<file path="config.mk">
export PLATFORM = sky130hd
export DESIGN_NAME = raster_badline_fetch_scheduler
export DESIGN_NICKNAME = d
export VERILOG_FILES = /design/src/hw/rtl/rbfs_pkg.sv /design/src/hw/rtl/raster_badline_fetch_scheduler.sv /design/src/hw/rtl/rbfs_front.sv /design/src/hw/rtl/rbfs_queue.sv /design/src/hw/rtl/rbfs_back.sv
export SDC_FILE = /design/constraint.sdc
export NUM_CORES = 1
export LEC_CHECK = 0
export BUFFER_PORTS_ARGS = -buffer_cell sky130_fd_sc_hd__clkbuf_2
export CAP_MARGIN = 20
export CORE_AREA = 4 4 251 253
export DETAILED_ROUTE_END_ITERATION = 10
export DIE_AREA = 0 0 255 257
export GPL_TIMING_DRIVEN = 1
export PLACE_DENSITY = 0.77
export SKIP_LAST_GASP = 1
export SLEW_MARGIN = 10
export SYNTH_ARGS = -nofsm -noshare
export SYNTH_HDL_FRONTEND = slang
export SYNTH_SLANG_ARGS = --single-unit
export TNS_END_PERCENT = 50
</file>
<file path="constraint.sdc">
create_clock -name clk -period 11.2 [get_ports clk]
set_input_delay 1.68 -clock clk [delete_from_list [all_inputs] [get_ports clk]]
set_output_delay 1.68 -clock clk [all_outputs]
set_load 0.01 [all_outputs]
</file>
<file path="src/hw/rtl/rbfs_pkg.sv">
`timescale 1ns / 1ps
// shared types and constants of the raster bad line fetch scheduler
package rbfs_pkg;

  localparam int CFG_IDX_W   = 3;
  localparam int CFG_DATA_W  = 10;
  localparam int LINE_W      = 9;
  localparam int ADDR_W      = 10;
  localparam int COL_W       = 6;
  localparam int STOLEN_W    = 7;
  localparam int TIME_OUT_W  = 32;
  localparam int DELTA_W     = 12;

  // configuration register indexes
  localparam logic [CFG_IDX_W-1:0] CFG_FINE_SCROLL_Y   = 3'd0;
  localparam logic [CFG_IDX_W-1:0] CFG_BAD_LINES_EN    = 3'd1;
  localparam logic [CFG_IDX_W-1:0] CFG_DMA_FIRST_LINE  = 3'd2;
  localparam logic [CFG_IDX_W-1:0] CFG_DMA_LAST_LINE   = 3'd3;
  localparam logic [CFG_IDX_W-1:0] CFG_LINES_PER_FRAME = 3'd4;
  localparam logic [CFG_IDX_W-1:0] CFG_LINE_CYCLES     = 3'd5;
  localparam logic [CFG_IDX_W-1:0] CFG_MATRIX_BASE     = 3'd6;
  localparam logic [CFG_IDX_W-1:0] CFG_COLOR_BASE      = 3'd7;

  // fetch kinds
  localparam logic [1:0] FK_NONE   = 2'd0;
  localparam logic [1:0] FK_MATRIX = 2'd1;
  localparam logic [1:0] FK_COLOR  = 2'd2;

  // line fetch done codes
  localparam logic [1:0] DONE_PLAIN  = 2'd1;
  localparam logic [1:0] DONE_MATRIX = 2'd2;

  // opcode kinds
  localparam logic [1:0] OP_BRK = 2'd0;
  localparam logic [1:0] OP_JSR = 2'd1;

  typedef struct packed {
    logic [2:0]        fine_scroll_y;
    logic              bad_lines_en;
    logic [LINE_W-1:0] dma_first_line;
    logic [LINE_W-1:0] dma_last_line;
    logic [9:0]        lines_per_frame;
    logic [7:0]        line_cycles;
    logic [ADDR_W-1:0] matrix_base;
    logic [ADDR_W-1:0] color_base;
  } cfg_t;

  // one classified event handed from front to back
  typedef struct packed {
    logic [1:0]            kind;
    logic [ADDR_W-1:0]     base;
    logic [STOLEN_W-1:0]   stolen;
    logic [TIME_OUT_W-1:0] next_time;
    logic [1:0]            code;
  } job_t;

  typedef enum logic [1:0] {
    FS_IDLE,
    FS_CALC,
    FS_PUSH
  } front_state_t;

endpackage

</file>
<file path="src/hw/rtl/raster_badline_fetch_scheduler.sv">
`timescale 1ns / 1ps
// top level of the raster bad line fetch scheduler: configuration registers and wiring
//
// usage
//   input channel: one raster fetch event per request, taken when in_push is high
//   and in_full is low. result channel: a queue read port; while out_empty is low
//   the oldest result sits on the out_ ports and is taken when out_pop is high.
//   a matrix or color line gives TEXT_COLUMNS results, any other line gives one;
//   out_last_of_run marks the final result of an event.
//   configuration: cfg_we writes cfg_data into register cfg_index. the user must
//   write only while no request is in flight; the block does not enforce it.
// timing
//   the front end works on one request at a time (classify, overlap and multiply,
//   advance the fetch time) and takes no new one until it is pushed to the queue.
//   the back end emits one result per cycle while the receiver takes them, so a
//   fetching line occupies it for TEXT_COLUMNS results; a two-entry queue lets
//   the front end run ahead. when the receiver stalls, results wait in the output
//   register, the back end and the queue, and in_full stays high once the queue
//   is full and the front end holds a finished request.
// reset
//   synchronous, active low: fetch time cleared, registers to their defaults,
//   queue and output register empty.
module raster_badline_fetch_scheduler import rbfs_pkg::*; #(
  parameter int TEXT_COLUMNS = 40,
  parameter int ADDRESS_BITS = 10,
  parameter int CLOCK_BITS   = 32
) (
  input  logic                  clk,
  input  logic                  rst_n,
  input  logic                  cfg_we,
  input  logic [CFG_IDX_W-1:0]  cfg_index,
  input  logic [CFG_DATA_W-1:0] cfg_data,
  input  logic                  in_push,
  output logic                  in_full,
  input  logic [LINE_W-1:0]     in_raster_line,
  input  logic                  in_line_fetch_done,
  input  logic                  in_mid_instruction,
  input  logic [CLOCK_BITS-1:0] in_cpu_time,
  input  logic [1:0]            in_opcode_kind,
  input  logic [2:0]            in_write_cycles,
  output logic                  out_empty,
  input  logic                  out_pop,
  output logic [1:0]            out_fetch_kind,
  output logic [ADDR_W-1:0]     out_fetch_address,
  output logic [COL_W-1:0]      out_column_index,
  output logic [STOLEN_W-1:0]   out_stolen_cycles,
  output logic [TIME_OUT_W-1:0] out_next_fetch_time,
  output logic [1:0]            out_fetch_done_code,
  output logic                  out_last_of_run
);

  cfg_t cfg_r, cfg_nxt;
  logic q_push, q_full, q_pop, q_empty;
  job_t q_in, q_out;

  always_comb begin
    cfg_nxt = cfg_r;
    if (cfg_we) begin
      unique case (cfg_index)
        CFG_FINE_SCROLL_Y:   cfg_nxt.fine_scroll_y   = cfg_data[2:0];
        CFG_BAD_LINES_EN:    cfg_nxt.bad_lines_en    = cfg_data[0];
        CFG_DMA_FIRST_LINE:  cfg_nxt.dma_first_line  = cfg_data[LINE_W-1:0];
        CFG_DMA_LAST_LINE:   cfg_nxt.dma_last_line   = cfg_data[LINE_W-1:0];
        CFG_LINES_PER_FRAME: cfg_nxt.lines_per_frame = cfg_data[9:0];
        CFG_LINE_CYCLES:     cfg_nxt.line_cycles     = cfg_data[7:0];
        CFG_MATRIX_BASE:     cfg_nxt.matrix_base     = cfg_data[ADDR_W-1:0];
        CFG_COLOR_BASE:      cfg_nxt.color_base      = cfg_data[ADDR_W-1:0];
        default:             cfg_nxt = cfg_r;
      endcase
    end
  end

  always_ff @(posedge clk) begin
    if (!rst_n) begin
      cfg_r.fine_scroll_y   <= 3'd3;
      cfg_r.bad_lines_en    <= 1'b0;
      cfg_r.dma_first_line  <= '0;
      cfg_r.dma_last_line   <= '0;
      cfg_r.lines_per_frame <= 10'd312;
      cfg_r.line_cycles     <= 8'd57;
      cfg_r.matrix_base     <= '0;
      cfg_r.color_base      <= '0;
    end else begin
      cfg_r <= cfg_nxt;
    end
  end

  rbfs_front #(
    .TEXT_COLUMNS(TEXT_COLUMNS),
    .CLOCK_BITS  (CLOCK_BITS)
  ) u_front (
    .clk               (clk),
    .rst_n             (rst_n),
    .cfg               (cfg_r),
    .in_push           (in_push),
    .in_full           (in_full),
    .in_raster_line    (in_raster_line),
    .in_line_fetch_done(in_line_fetch_done),
    .in_mid_instruction(in_mid_instruction),
    .in_cpu_time       (in_cpu_time),
    .in_opcode_kind    (in_opcode_kind),
    .in_write_cycles   (in_write_cycles),
    .q_push            (q_push),
    .q_data            (q_in),
    .q_full            (q_full)
  );

  rbfs_queue u_queue (
    .clk      (clk),
    .rst_n    (rst_n),
    .push     (q_push),
    .push_data(q_in),
    .full     (q_full),
    .pop      (q_pop),
    .pop_data (q_out),
    .empty    (q_empty)
  );

  rbfs_back #(
    .TEXT_COLUMNS(TEXT_COLUMNS),
    .ADDRESS_BITS(ADDRESS_BITS)
  ) u_back (
    .clk                (clk),
    .rst_n              (rst_n),
    .q_data             (q_out),
    .q_empty            (q_empty),
    .q_pop              (q_pop),
    .out_empty          (out_empty),
    .out_pop            (out_pop),
    .out_fetch_kind     (out_fetch_kind),
    .out_fetch_address  (out_fetch_address),
    .out_column_index   (out_column_index),
    .out_stolen_cycles  (out_stolen_cycles),
    .out_next_fetch_time(out_next_fetch_time),
    .out_fetch_done_code(out_fetch_done_code),
    .out_last_of_run    (out_last_of_run)
  );

endmodule

</file>
<file path="src/hw/rtl/rbfs_front.sv">
`timescale 1ns / 1ps
// front end: classifies an event, works out stolen cycles and advances the fetch time
module rbfs_front import rbfs_pkg::*; #(
  parameter int TEXT_COLUMNS = 40,
  parameter int CLOCK_BITS   = 32
) (
  input  logic                  clk,
  input  logic                  rst_n,
  input  cfg_t                  cfg,
  input  logic                  in_push,
  output logic                  in_full,
  input  logic [LINE_W-1:0]     in_raster_line,
  input  logic                  in_line_fetch_done,
  input  logic                  in_mid_instruction,
  input  logic [CLOCK_BITS-1:0] in_cpu_time,
  input  logic [1:0]            in_opcode_kind,
  input  logic [2:0]            in_write_cycles,
  output logic                  q_push,
  output job_t                  q_data,
  input  logic                  q_full
);

  localparam int FULL_STEAL = (TEXT_COLUMNS + 3) * 2;

  front_state_t          state_r, state_nxt;
  logic [CLOCK_BITS-1:0] fetch_time_r, fetch_time_nxt;
  logic [CLOCK_BITS-1:0] wfirst_r, wlast_r, sub_r, prod_r;
  logic                  hit_r;
  logic signed [DELTA_W-1:0] delta_r;
  logic [1:0]            kind_r, code_r;
  logic [ADDR_W-1:0]     base_r;

  logic                  accept;
  logic [CLOCK_BITS-1:0] wfirst, wlast;
  logic signed [DELTA_W-1:0] delta;
  logic                  in_win, is_matrix, is_color;
  logic [1:0]            kind, code;
  logic [ADDR_W-1:0]     base;
  logic signed [8:0]     lc_s;
  logic signed [DELTA_W+8:0] prod_s;
  logic [CLOCK_BITS-1:0] sub_eff;
  logic [STOLEN_W-1:0]   stolen;
  logic [63:0]           time_ext;

  assign accept = in_push && !in_full;

  // write window of the last opcode
  always_comb begin
    wfirst = '0;
    wlast  = '0;
    if (in_mid_instruction) begin
      if (in_opcode_kind == OP_BRK) begin
        wfirst = in_cpu_time - CLOCK_BITS'(5);
        wlast  = in_cpu_time - CLOCK_BITS'(3);
      end else if (in_opcode_kind == OP_JSR) begin
        wfirst = in_cpu_time - CLOCK_BITS'(3);
        wlast  = in_cpu_time - CLOCK_BITS'(2);
      end else if (in_write_cycles != 3'd0) begin
        wfirst = in_cpu_time - CLOCK_BITS'(in_write_cycles);
        wlast  = in_cpu_time - CLOCK_BITS'(1);
      end
    end
  end

  // line classification
  always_comb begin
    in_win = cfg.bad_lines_en && (in_raster_line >= cfg.dma_first_line)
             && (in_raster_line <= cfg.dma_last_line);
    is_matrix = (in_raster_line[2:0] == 3'(cfg.fine_scroll_y + 3'd1));
    is_color  = (in_raster_line[2:0] == cfg.fine_scroll_y);
    kind = FK_NONE;
    base = '0;
    code = DONE_PLAIN;
    if (!in_line_fetch_done && in_win) begin
      if (is_matrix) begin
        kind = FK_MATRIX;
        base = cfg.matrix_base;
        code = DONE_MATRIX;
      end else if (is_color) begin
        kind = FK_COLOR;
        base = cfg.color_base;
      end
    end
  end

  // lines until the next fetch event, may go negative with odd frame sizes
  always_comb begin
    if (in_raster_line < cfg.dma_first_line) begin
      delta = DELTA_W'(cfg.dma_first_line) - DELTA_W'(in_raster_line);
    end else if (in_raster_line >= cfg.dma_last_line) begin
      delta = DELTA_W'(cfg.lines_per_frame) - DELTA_W'(in_raster_line)
              + DELTA_W'(cfg.dma_first_line);
    end else begin
      delta = DELTA_W'(1);
    end
  end

  assign lc_s   = $signed({1'b0, cfg.line_cycles});
  assign prod_s = delta_r * lc_s;

  // next state
  always_comb begin
    state_nxt = state_r;
    unique case (state_r)
      FS_IDLE: if (accept) state_nxt = FS_CALC;
      FS_CALC: state_nxt = FS_PUSH;
      FS_PUSH: if (!q_full) state_nxt = FS_IDLE;
      default: state_nxt = FS_IDLE;
    endcase
  end

  // outputs
  always_comb begin
    in_full = 1'b1;
    q_push  = 1'b0;
    unique case (state_r)
      FS_IDLE: in_full = 1'b0;
      FS_CALC: in_full = 1'b1;
      FS_PUSH: q_push  = !q_full;
      default: in_full = 1'b1;
    endcase
  end

  always_comb begin
    sub_eff = hit_r ? sub_r : '0;
    if (kind_r == FK_NONE || sub_eff >= CLOCK_BITS'(FULL_STEAL)) begin
      stolen = '0;
    end else begin
      stolen = STOLEN_W'(8'(FULL_STEAL) - 8'(sub_eff));
    end
    fetch_time_nxt = q_push ? (fetch_time_r + prod_r) : fetch_time_r;
    time_ext = 64'(fetch_time_nxt);
    q_data.kind      = kind_r;
    q_data.base      = base_r;
    q_data.stolen    = stolen;
    q_data.next_time = time_ext[TIME_OUT_W-1:0];
    q_data.code      = code_r;
  end

  always_ff @(posedge clk) begin
    if (!rst_n) begin
      state_r      <= FS_IDLE;
      fetch_time_r <= '0;
    end else begin
      state_r      <= state_nxt;
      fetch_time_r <= fetch_time_nxt;
    end
  end

  always_ff @(posedge clk) begin
    if (accept) begin
      wfirst_r <= wfirst;
      wlast_r  <= wlast;
      delta_r  <= delta;
      kind_r   <= kind;
      base_r   <= base;
      code_r   <= code;
    end
    if (state_r == FS_CALC) begin
      hit_r  <= (fetch_time_r >= wfirst_r) && (fetch_time_r <= wlast_r);
      sub_r  <= wlast_r - fetch_time_r + CLOCK_BITS'(1);
      prod_r <= CLOCK_BITS'(prod_s);
    end
  end

endmodule

</file>
<file path="src/hw/rtl/rbfs_queue.sv">
`timescale 1ns / 1ps
// two-entry queue of classified events between front and back
module rbfs_queue import rbfs_pkg::*; (
  input  logic clk,
  input  logic rst_n,
  input  logic push,
  input  job_t push_data,
  output logic full,
  input  logic pop,
  output job_t pop_data,
  output logic empty
);

  job_t       mem_r [2];
  logic       wr_ptr_r, rd_ptr_r;
  logic [1:0] count_r;
  logic       do_push, do_pop;

  assign full     = (count_r == 2'd2);
  assign empty    = (count_r == 2'd0);
  assign do_push  = push && !full;
  assign do_pop   = pop && !empty;
  assign pop_data = mem_r[rd_ptr_r];

  always_ff @(posedge clk) begin
    if (!rst_n) begin
      wr_ptr_r <= 1'b0;
      rd_ptr_r <= 1'b0;
      count_r  <= 2'd0;
    end else begin
      if (do_push) wr_ptr_r <= !wr_ptr_r;
      if (do_pop) rd_ptr_r <= !rd_ptr_r;
      count_r <= count_r + 2'(do_push) - 2'(do_pop);
    end
  end

  always_ff @(posedge clk) begin
    if (do_push) mem_r[wr_ptr_r] <= push_data;
  end

endmodule

</file>
<file path="src/hw/rtl/rbfs_back.sv">
`timescale 1ns / 1ps
// back end: walks the text columns of one event and drives the result register
module rbfs_back import rbfs_pkg::*; #(
  parameter int TEXT_COLUMNS = 40,
  parameter int ADDRESS_BITS = 10
) (
  input  logic                  clk,
  input  logic                  rst_n,
  input  job_t                  q_data,
  input  logic                  q_empty,
  output logic                  q_pop,
  output logic                  out_empty,
  input  logic                  out_pop,
  output logic [1:0]            out_fetch_kind,
  output logic [ADDR_W-1:0]     out_fetch_address,
  output logic [COL_W-1:0]      out_column_index,
  output logic [STOLEN_W-1:0]   out_stolen_cycles,
  output logic [TIME_OUT_W-1:0] out_next_fetch_time,
  output logic [1:0]            out_fetch_done_code,
  output logic                  out_last_of_run
);

  localparam logic [ADDR_W-1:0] ADDR_MASK =
    (ADDRESS_BITS >= ADDR_W) ? {ADDR_W{1'b1}} : ADDR_W'((1 << ADDRESS_BITS) - 1);
  localparam logic [COL_W-1:0] LAST_COL = COL_W'(TEXT_COLUMNS - 1);

  job_t             job_r;
  logic             act_r, act_nxt;
  logic [COL_W-1:0] col_r, col_nxt;
  logic             out_valid_r, out_valid_nxt;

  logic              out_ready, emit, last_col, job_done;
  logic [ADDR_W-1:0] addr;

  assign out_ready = !out_valid_r || out_pop;
  assign emit      = act_r && out_ready;
  assign last_col  = (job_r.kind == FK_NONE) || (col_r == LAST_COL);
  assign job_done  = emit && last_col;
  assign q_pop     = !q_empty && (!act_r || job_done);
  assign addr      = (job_r.kind == FK_NONE) ? '0
                     : ((job_r.base + ADDR_W'(col_r)) & ADDR_MASK);
  assign out_empty = !out_valid_r;

  always_comb begin
    act_nxt       = act_r;
    col_nxt       = col_r;
    out_valid_nxt = out_valid_r;
    if (q_pop) begin
      act_nxt = 1'b1;
      col_nxt = '0;
    end else if (job_done) begin
      act_nxt = 1'b0;
    end else if (emit) begin
      col_nxt = col_r + COL_W'(1);
    end
    if (emit) begin
      out_valid_nxt = 1'b1;
    end else if (out_pop) begin
      out_valid_nxt = 1'b0;
    end
  end

  always_ff @(posedge clk) begin
    if (!rst_n) begin
      act_r       <= 1'b0;
      col_r       <= '0;
      out_valid_r <= 1'b0;
    end else begin
      act_r       <= act_nxt;
      col_r       <= col_nxt;
      out_valid_r <= out_valid_nxt;
    end
  end

  always_ff @(posedge clk) begin
    if (q_pop) job_r <= q_data;
    if (emit) begin
      out_fetch_kind      <= job_r.kind;
      out_fetch_address   <= addr;
      out_column_index    <= (job_r.kind == FK_NONE) ? '0 : col_r;
      out_stolen_cycles   <= job_r.stolen;
      out_next_fetch_time <= job_r.next_time;
      out_fetch_done_code <= job_r.code;
      out_last_of_run     <= last_col;
    end
  end

endmodule

</file>
; ---- Word level (Yosys, flattened, before mapping)
; Memory sizes are Yosys's and may differ from the RTL's. A register that Yosys moved wholly into a read port is not among the register bits.
; Index checks and enable logic that the tools add are counted.
[totals]
romBits = 0
ff_bits = 310
mem_bits_rw = 106
wordCells = 147
latch_bits = 0
n_memories = 1
[memory_table]
columns = memory, depth, word_bits, rd, rd_clocked_by_memory_dff, write_ports, line_no
row1 = u_queue.mem_r, 2, 53, 1, 1, 1, rbfs_queue.sv:14  ; job_t mem_r [2];
[classes]
n_mux = 27
reduce_logical = 42
magnitude_cmp = 7
div = 0
n_bitwise = 3
shift = 0
addsub = 17
multipliers = 1
eq_ne = 16
[ops]
columns = op, count
row1 = 32-bit 2-to-1 mux, 8
row2 = 32-bit by 2-bit subtractor with 32-bit output (second input constant), 2
row3 = 32-bit by 1-bit adder with 32-bit output (second input constant), 1
row4 = 32-bit adder, 1
row5 = 32-bit >= comparator, 1
row6 = 32-bit by 7-bit >= comparator with 1-bit output (second input constant), 1
row7 = 32-bit less-or-equal comparator, 1
row8 = 32-bit by 1-bit subtractor with 32-bit output (second input constant), 1
row9 = 32-bit by 3-bit subtractor with 32-bit output, 1
row10 = 32-bit by 3-bit subtractor with 32-bit output (second input constant), 1
row11 = 32-bit subtractor, 1
row12 = 12-bit 2-to-1 mux, 2
row13 = 12-bit by 9-bit multiplier with 21-bit output, 1
row14 = 10-bit 2-to-1 mux, 2
row15 = 2-bit AND reduction, 10
row16 = 9-bit >= comparator, 2
row17 = 12-bit by 9-bit adder with 12-bit output, 1
row18 = 3-bit == test (second input constant), 4
row19 = 10-bit by 9-bit subtractor with 11-bit output, 1
row20 = 10-bit by 6-bit adder with 10-bit output, 1
row21 = 1-bit logical AND, 10
row22 = 2-bit zero test, 5
row23 = 9-bit by 9-bit subtractor with 10-bit output, 1
row24 = 9-bit less-or-equal comparator, 1
row25 = other kinds (25), 53

; ---- Depth between registers and ports, before layout
[depth]
ltp_word = 8
depth_mapped = 19

; ---- Hierarchy
; A second synthesis with hierarchy kept.
[unflattened]
hier_cells = 2999
hier_area_um2 = 30938.4
[modules_own_cells]
columns = mod, cells_each, area_each_um2, instances, seq_area_each_um2
row1 = rbfs_front, 2365, 20053.0, 1, 4974.8
row2 = rbfs_queue, 192, 4312.9, 1, 3283.1
row3 = rbfs_back, 224, 4257.8, 1, 3553.4
row4 = raster_badline_fetch_scheduler, 218, 2314.7, 1, 1201.2

; ---- Worst setup path after synthesis
; No wires, ideal clock.
[synth_timing]
path_type = input -> register
startpoint = input port in_push
endpoint = register u_front.base_r[0], enable pin
cell_stages = 2
path_slack_ps = 5250
required_ps = 10663
t_arrival_ps = 5413
path_cell_list = inv_1 > nor2_1
[synth_via]
elab_chain_cells = 1
[synth_lines]
columns = item, line_no
row1 = "start, declared", raster_badline_fetch_scheduler.sv:33  ; input logic in_push,
row2 = 1-bit logical AND, rbfs_front.sv:45  ; assign accept = in_push && !in_full;
row3 = net u_front.accept, rbfs_front.sv:33  ; logic accept;
row4 = "end signal, assigned", rbfs_front.sv:156  ; base_r <= base;
row5 = "end, declared", rbfs_front.sv:31  ; logic [ADDR_W-1:0] base_r;
; The timed path passes the listed nets, and every way through them passes these cells.
; A chain may end at the register's enable or synchronous reset.

; ---- Worst setup path after layout
[layout_timing]
startpoint = register cfg_r[25] (netlist bit)
endpoint = register u_front.prod_r[19] (data pin)
[layout_via]
elab_chain_cells = 1
[layout_lines]
columns = item, line_no
row1 = "start, declared", raster_badline_fetch_scheduler.sv:52  ; cfg_t cfg_r, cfg_nxt;
row2 = "start signal, assigned", raster_badline_fetch_scheduler.sv:84  ; cfg_r <= cfg_nxt;
row3 = 12-bit by 9-bit multiplier with 21-bit output, rbfs_front.sv:99  ; assign prod_s = delta_r * lc_s;
row4 = net u_front.prod_s[19], rbfs_front.sv:40  ; logic signed [DELTA_W+8:0] prod_s;
row5 = "end signal, assigned", rbfs_front.sv:162  ; prod_r <= CLOCK_BITS'(prod_s);
row6 = "end, declared", rbfs_front.sv:27  ; logic [CLOCK_BITS-1:0] wfirst_r, wlast_r, sub_r, prod_r;
; The timed path passes the listed nets, and every way through them passes these cells.

==> run metrics <==
drt pass-1 iters=6; met3 WL=4726 um; Setup CP Type=reg2reg; htree depth=2; Mapped Area=30020 um^2; Post-CTS Setup Inserts=0; antenna cells=0; gr ovfl total=0; Seq/Total Area, Yosys=42.88%; Multi-input gate area=15520 um^2; Worst Path Required=11.55 ns; final hold vios=0; fillers=5414; Initial Util=49.18%; Port-buffer cells=127; worst IR drop on VDD=0.1224 mV; combinational group share of total power=32.4%; mean post-synth cell area=10.00 um^2; switching portion of total power=32.96%; core area=61030 um^2; Max Clk Rate=188.3 MHz; CTS tree=done; post-route ant nets=0; DP HPWL=53790 um; FFs w/ async S/R, synth=0%; Post-Route WL=71780 um; yosys warns=0; internal power=4.170 mW; relative slew slack=30.57%; clk root buf=clkbuf_16; final std cell area, no fill=33180 um^2; Die Ht=257 um; fin util=54.36%; vias in the first global route=21.09k; Max Cap Violations=0; Synth Net Count=3408; RSZ-0062 raised after global routing=false; DRC viols=0; GPL Wtd Cong=0.9361; post-synthesis cell count=3001; Hold Path Class=reg2reg; drt initial violations=1950; Routed WL per cell=18.25 um; worst-margin pin slew=1.032 ns; Worst-path clk slew=0.06 ns; area delta synth->final=10.53%; first-pass GRT wire length=114600 um; static leakage power=13.67 nW; CTS buffer count=51; Clk Latency, worst-skew pair=0.61 ns; antenna violations before repair=0; CTS sink count=464; Worst Setup Start Kind=flip-flop; status=finished, final reports clean; routed wl met2=31720 um; uppermost layer routed=met4; area post-placement=31360 um^2; die width=255 um; setup TNS=0 ns; nets=3507; placed cells=3836; Worst setup EP type=flip-flop; Post-synth top flop=edfxtp_1; Finish-stage setup viols=0; Vias per Instance=5.634; CP Max Fanout=13; minimum clock period=5.312 ns; EDFF count, synth=358; Worst Skew=0.01894 ns; Hold Buf Count CTS=0; largest net degree at the start of global routing=81; Switch Pwr=2.051 mW; post-synth cell types=83; wl on met1=33490 um; CTS Buffer Depth=3; sequential power share=39.1%; vias=22.16k; clock share of power=28.5%; row count=91; register area=12870 um^2; gr usage total=21.71%; die area=65540 um^2; post_cts resized=0; crit path DAT=5.66 ns; Non-Filler Instances=3933; max-slew violations=0; IO Count=128; Final period util=47.43%; pwr dens=187.5 nW/um^2; Yosys reg bits=464; fraction of layout cells with a size suffix above 1=10.56%
[synthesized netlist by cell type (all sizes together), types with 5 or more instances]
library cell,instances,area [um^2]
nor2,185,701.9
nor2b,31,193.9
o21a,19,142.6
nor3,56,285.3
a311oi,7,61.31
and3,19,118.9
a22oi,8,60.06
o31ai,16,120.1
a21o,73,548.0
mux2i,11,110.1
a2111oi,6,60.05
o22ai,18,112.6
or2,10,62.56
o211ai,13,97.59
xnor2,91,797.0
a21oi,245,1226
xor2,62,543.0
nand4,23,143.9
nand2b,25,156.4
ha,256,3203
mux2,55,619.3
a211oi,36,270.3
a31oi,18,112.6
o221ai,11,96.34
a21boi,7,52.55
inv,302,1134
edfxtp,358,10750
buf,28,202.7
nand2,330,1239
clkbuf,80,324.1
dfxtp,106,2122
a22o,11,96.34
and2,96,600.6
fa,85,1702
nand3,53,265.3
o21bai,10,75.07
a211o,6,52.55
o21ai,118,590.6
or4,13,105.1
nor4,25,192.7
o31a,5,43.79
or3,21,141.4
[flip-flops by register name, indices dropped and copies added (netlist names), 12 cells and up]
signal                      cells
u_queue.mem_r                 104
cfg_r                          60
u_back.job_r                   52
u_back.out_next_fetch_time     32
u_front.fetch_time_r           32
u_front.sub_r                  32
u_front.wfirst_r               32
u_front.wlast_r                32
u_front.prod_r                 21
u_front.delta_r                12
[through the flow]
stage / power, mW / hold WS [ns] / worst slack [ns]
finish: 6.221 / 0.4182 / 5.888
detailed placement: 4.460 / 0.4045 / 5.888
global route: 6.642 / 0.4239 / 5.574
floorplan: 3.939 / 0.4003 / 5.250
global placement: 4.406 / 0.4021 / 5.987
CTS: 6.272 / 0.4187 / 5.886
[power by group through the flow]
stage	clock network (mW)	registers [mW]	logic [mW]
6_report	1.78	2.43	2.02
5_1_grt	1.89	2.45	2.30
4_1_cts	1.82	2.43	2.02
3_5_place_dp	0	2.47	1.99
3_3_place_gp	0	2.46	1.95
2_1_floorplan	0	2.44	1.50
[kinds of logic after synthesis]
logic type / share of synthesized area (%)
simple gates: 14.34
flops: 42.88
fa+ha+maj: 16.34
compound gates: 13.99
mux: 2.430
buf+inv: 5.544
xor+xnor: 4.464
[cells in the final DEF, fill, tap and decap left out, types with 54 or more instances in the layout]
cell type / netlist / routed
xnor2_1: 91 / 91
o21ai_0: 115 / 115
inv_1: 302 / 300
a21oi_1: 245 / 244
mux2_2: 55 / 55
dfxtp_1: 106 / 105
xor2_1: 62 / 62
nor2_1: 182 / 179
a21o_1: 73 / 73
ha_1: 256 / 256
nand2_1: 330 / 330
nor3_1: 55 / 55
edfxtp_1: 358 / 358
fa_1: 85 / 85
clkbuf_2: 0 / 127
and2_1: 95 / 93
clkbuf_16: 0 / 54
[path summary, 6_finish.rpt]
kind         depth (start not counted)                            end  slack [ns]            start
max reg2reg                         17             u_front.prod_r[19]        5.89        cfg_r[25]
min                                  0  u_back.out_next_fetch_time[3]        0.42  u_back.job_r[5]
max                                 17             u_front.prod_r[19]        5.89        cfg_r[25]
min reg2reg                          0  u_back.out_next_fetch_time[3]        0.42  u_back.job_r[5]
[cell type report]
| class | instances | share of cell area, % |
|---|---|---|
| Multi-Input combinational cell | 2126 | 46.79 |
| Sequential cell | 464 | 38.80 |
| Clock buffer | 68 | 4.382 |
| Inverter | 303 | 3.428 |
| Tap cell | 790 | 2.979 |
| Timing Repair Buffer | 154 | 2.527 |
| Clock inverter | 28 | 1.090 |
[routing by layer]
metal  global-route usage [%]  up-vias
li1                         -    10800
met1                    32.26    10500
met2                    33.26      738
met3                    3.153      120
met4                    6.259        0
met5                        0        -
[critical path, stage by stage (launching register included)]
cell       delay (ns)
dfxtp_1          0.57
nand2_1          0.14
fa_1             0.55
inv_1            0.05
fa_1             0.46
fa_1             0.55
inv_1            0.05
fa_1             0.52
inv_1            0.04
ha_1             0.32
or2_2            0.32
o31ai_1          0.08
a21oi_1          0.10
a41o_1           0.26
o41ai_1          0.53
o2111ai_1        0.20
a21oi_1          0.21
xnor2_1          0.10
Note: power is estimated with default switching activity, not from simulation.
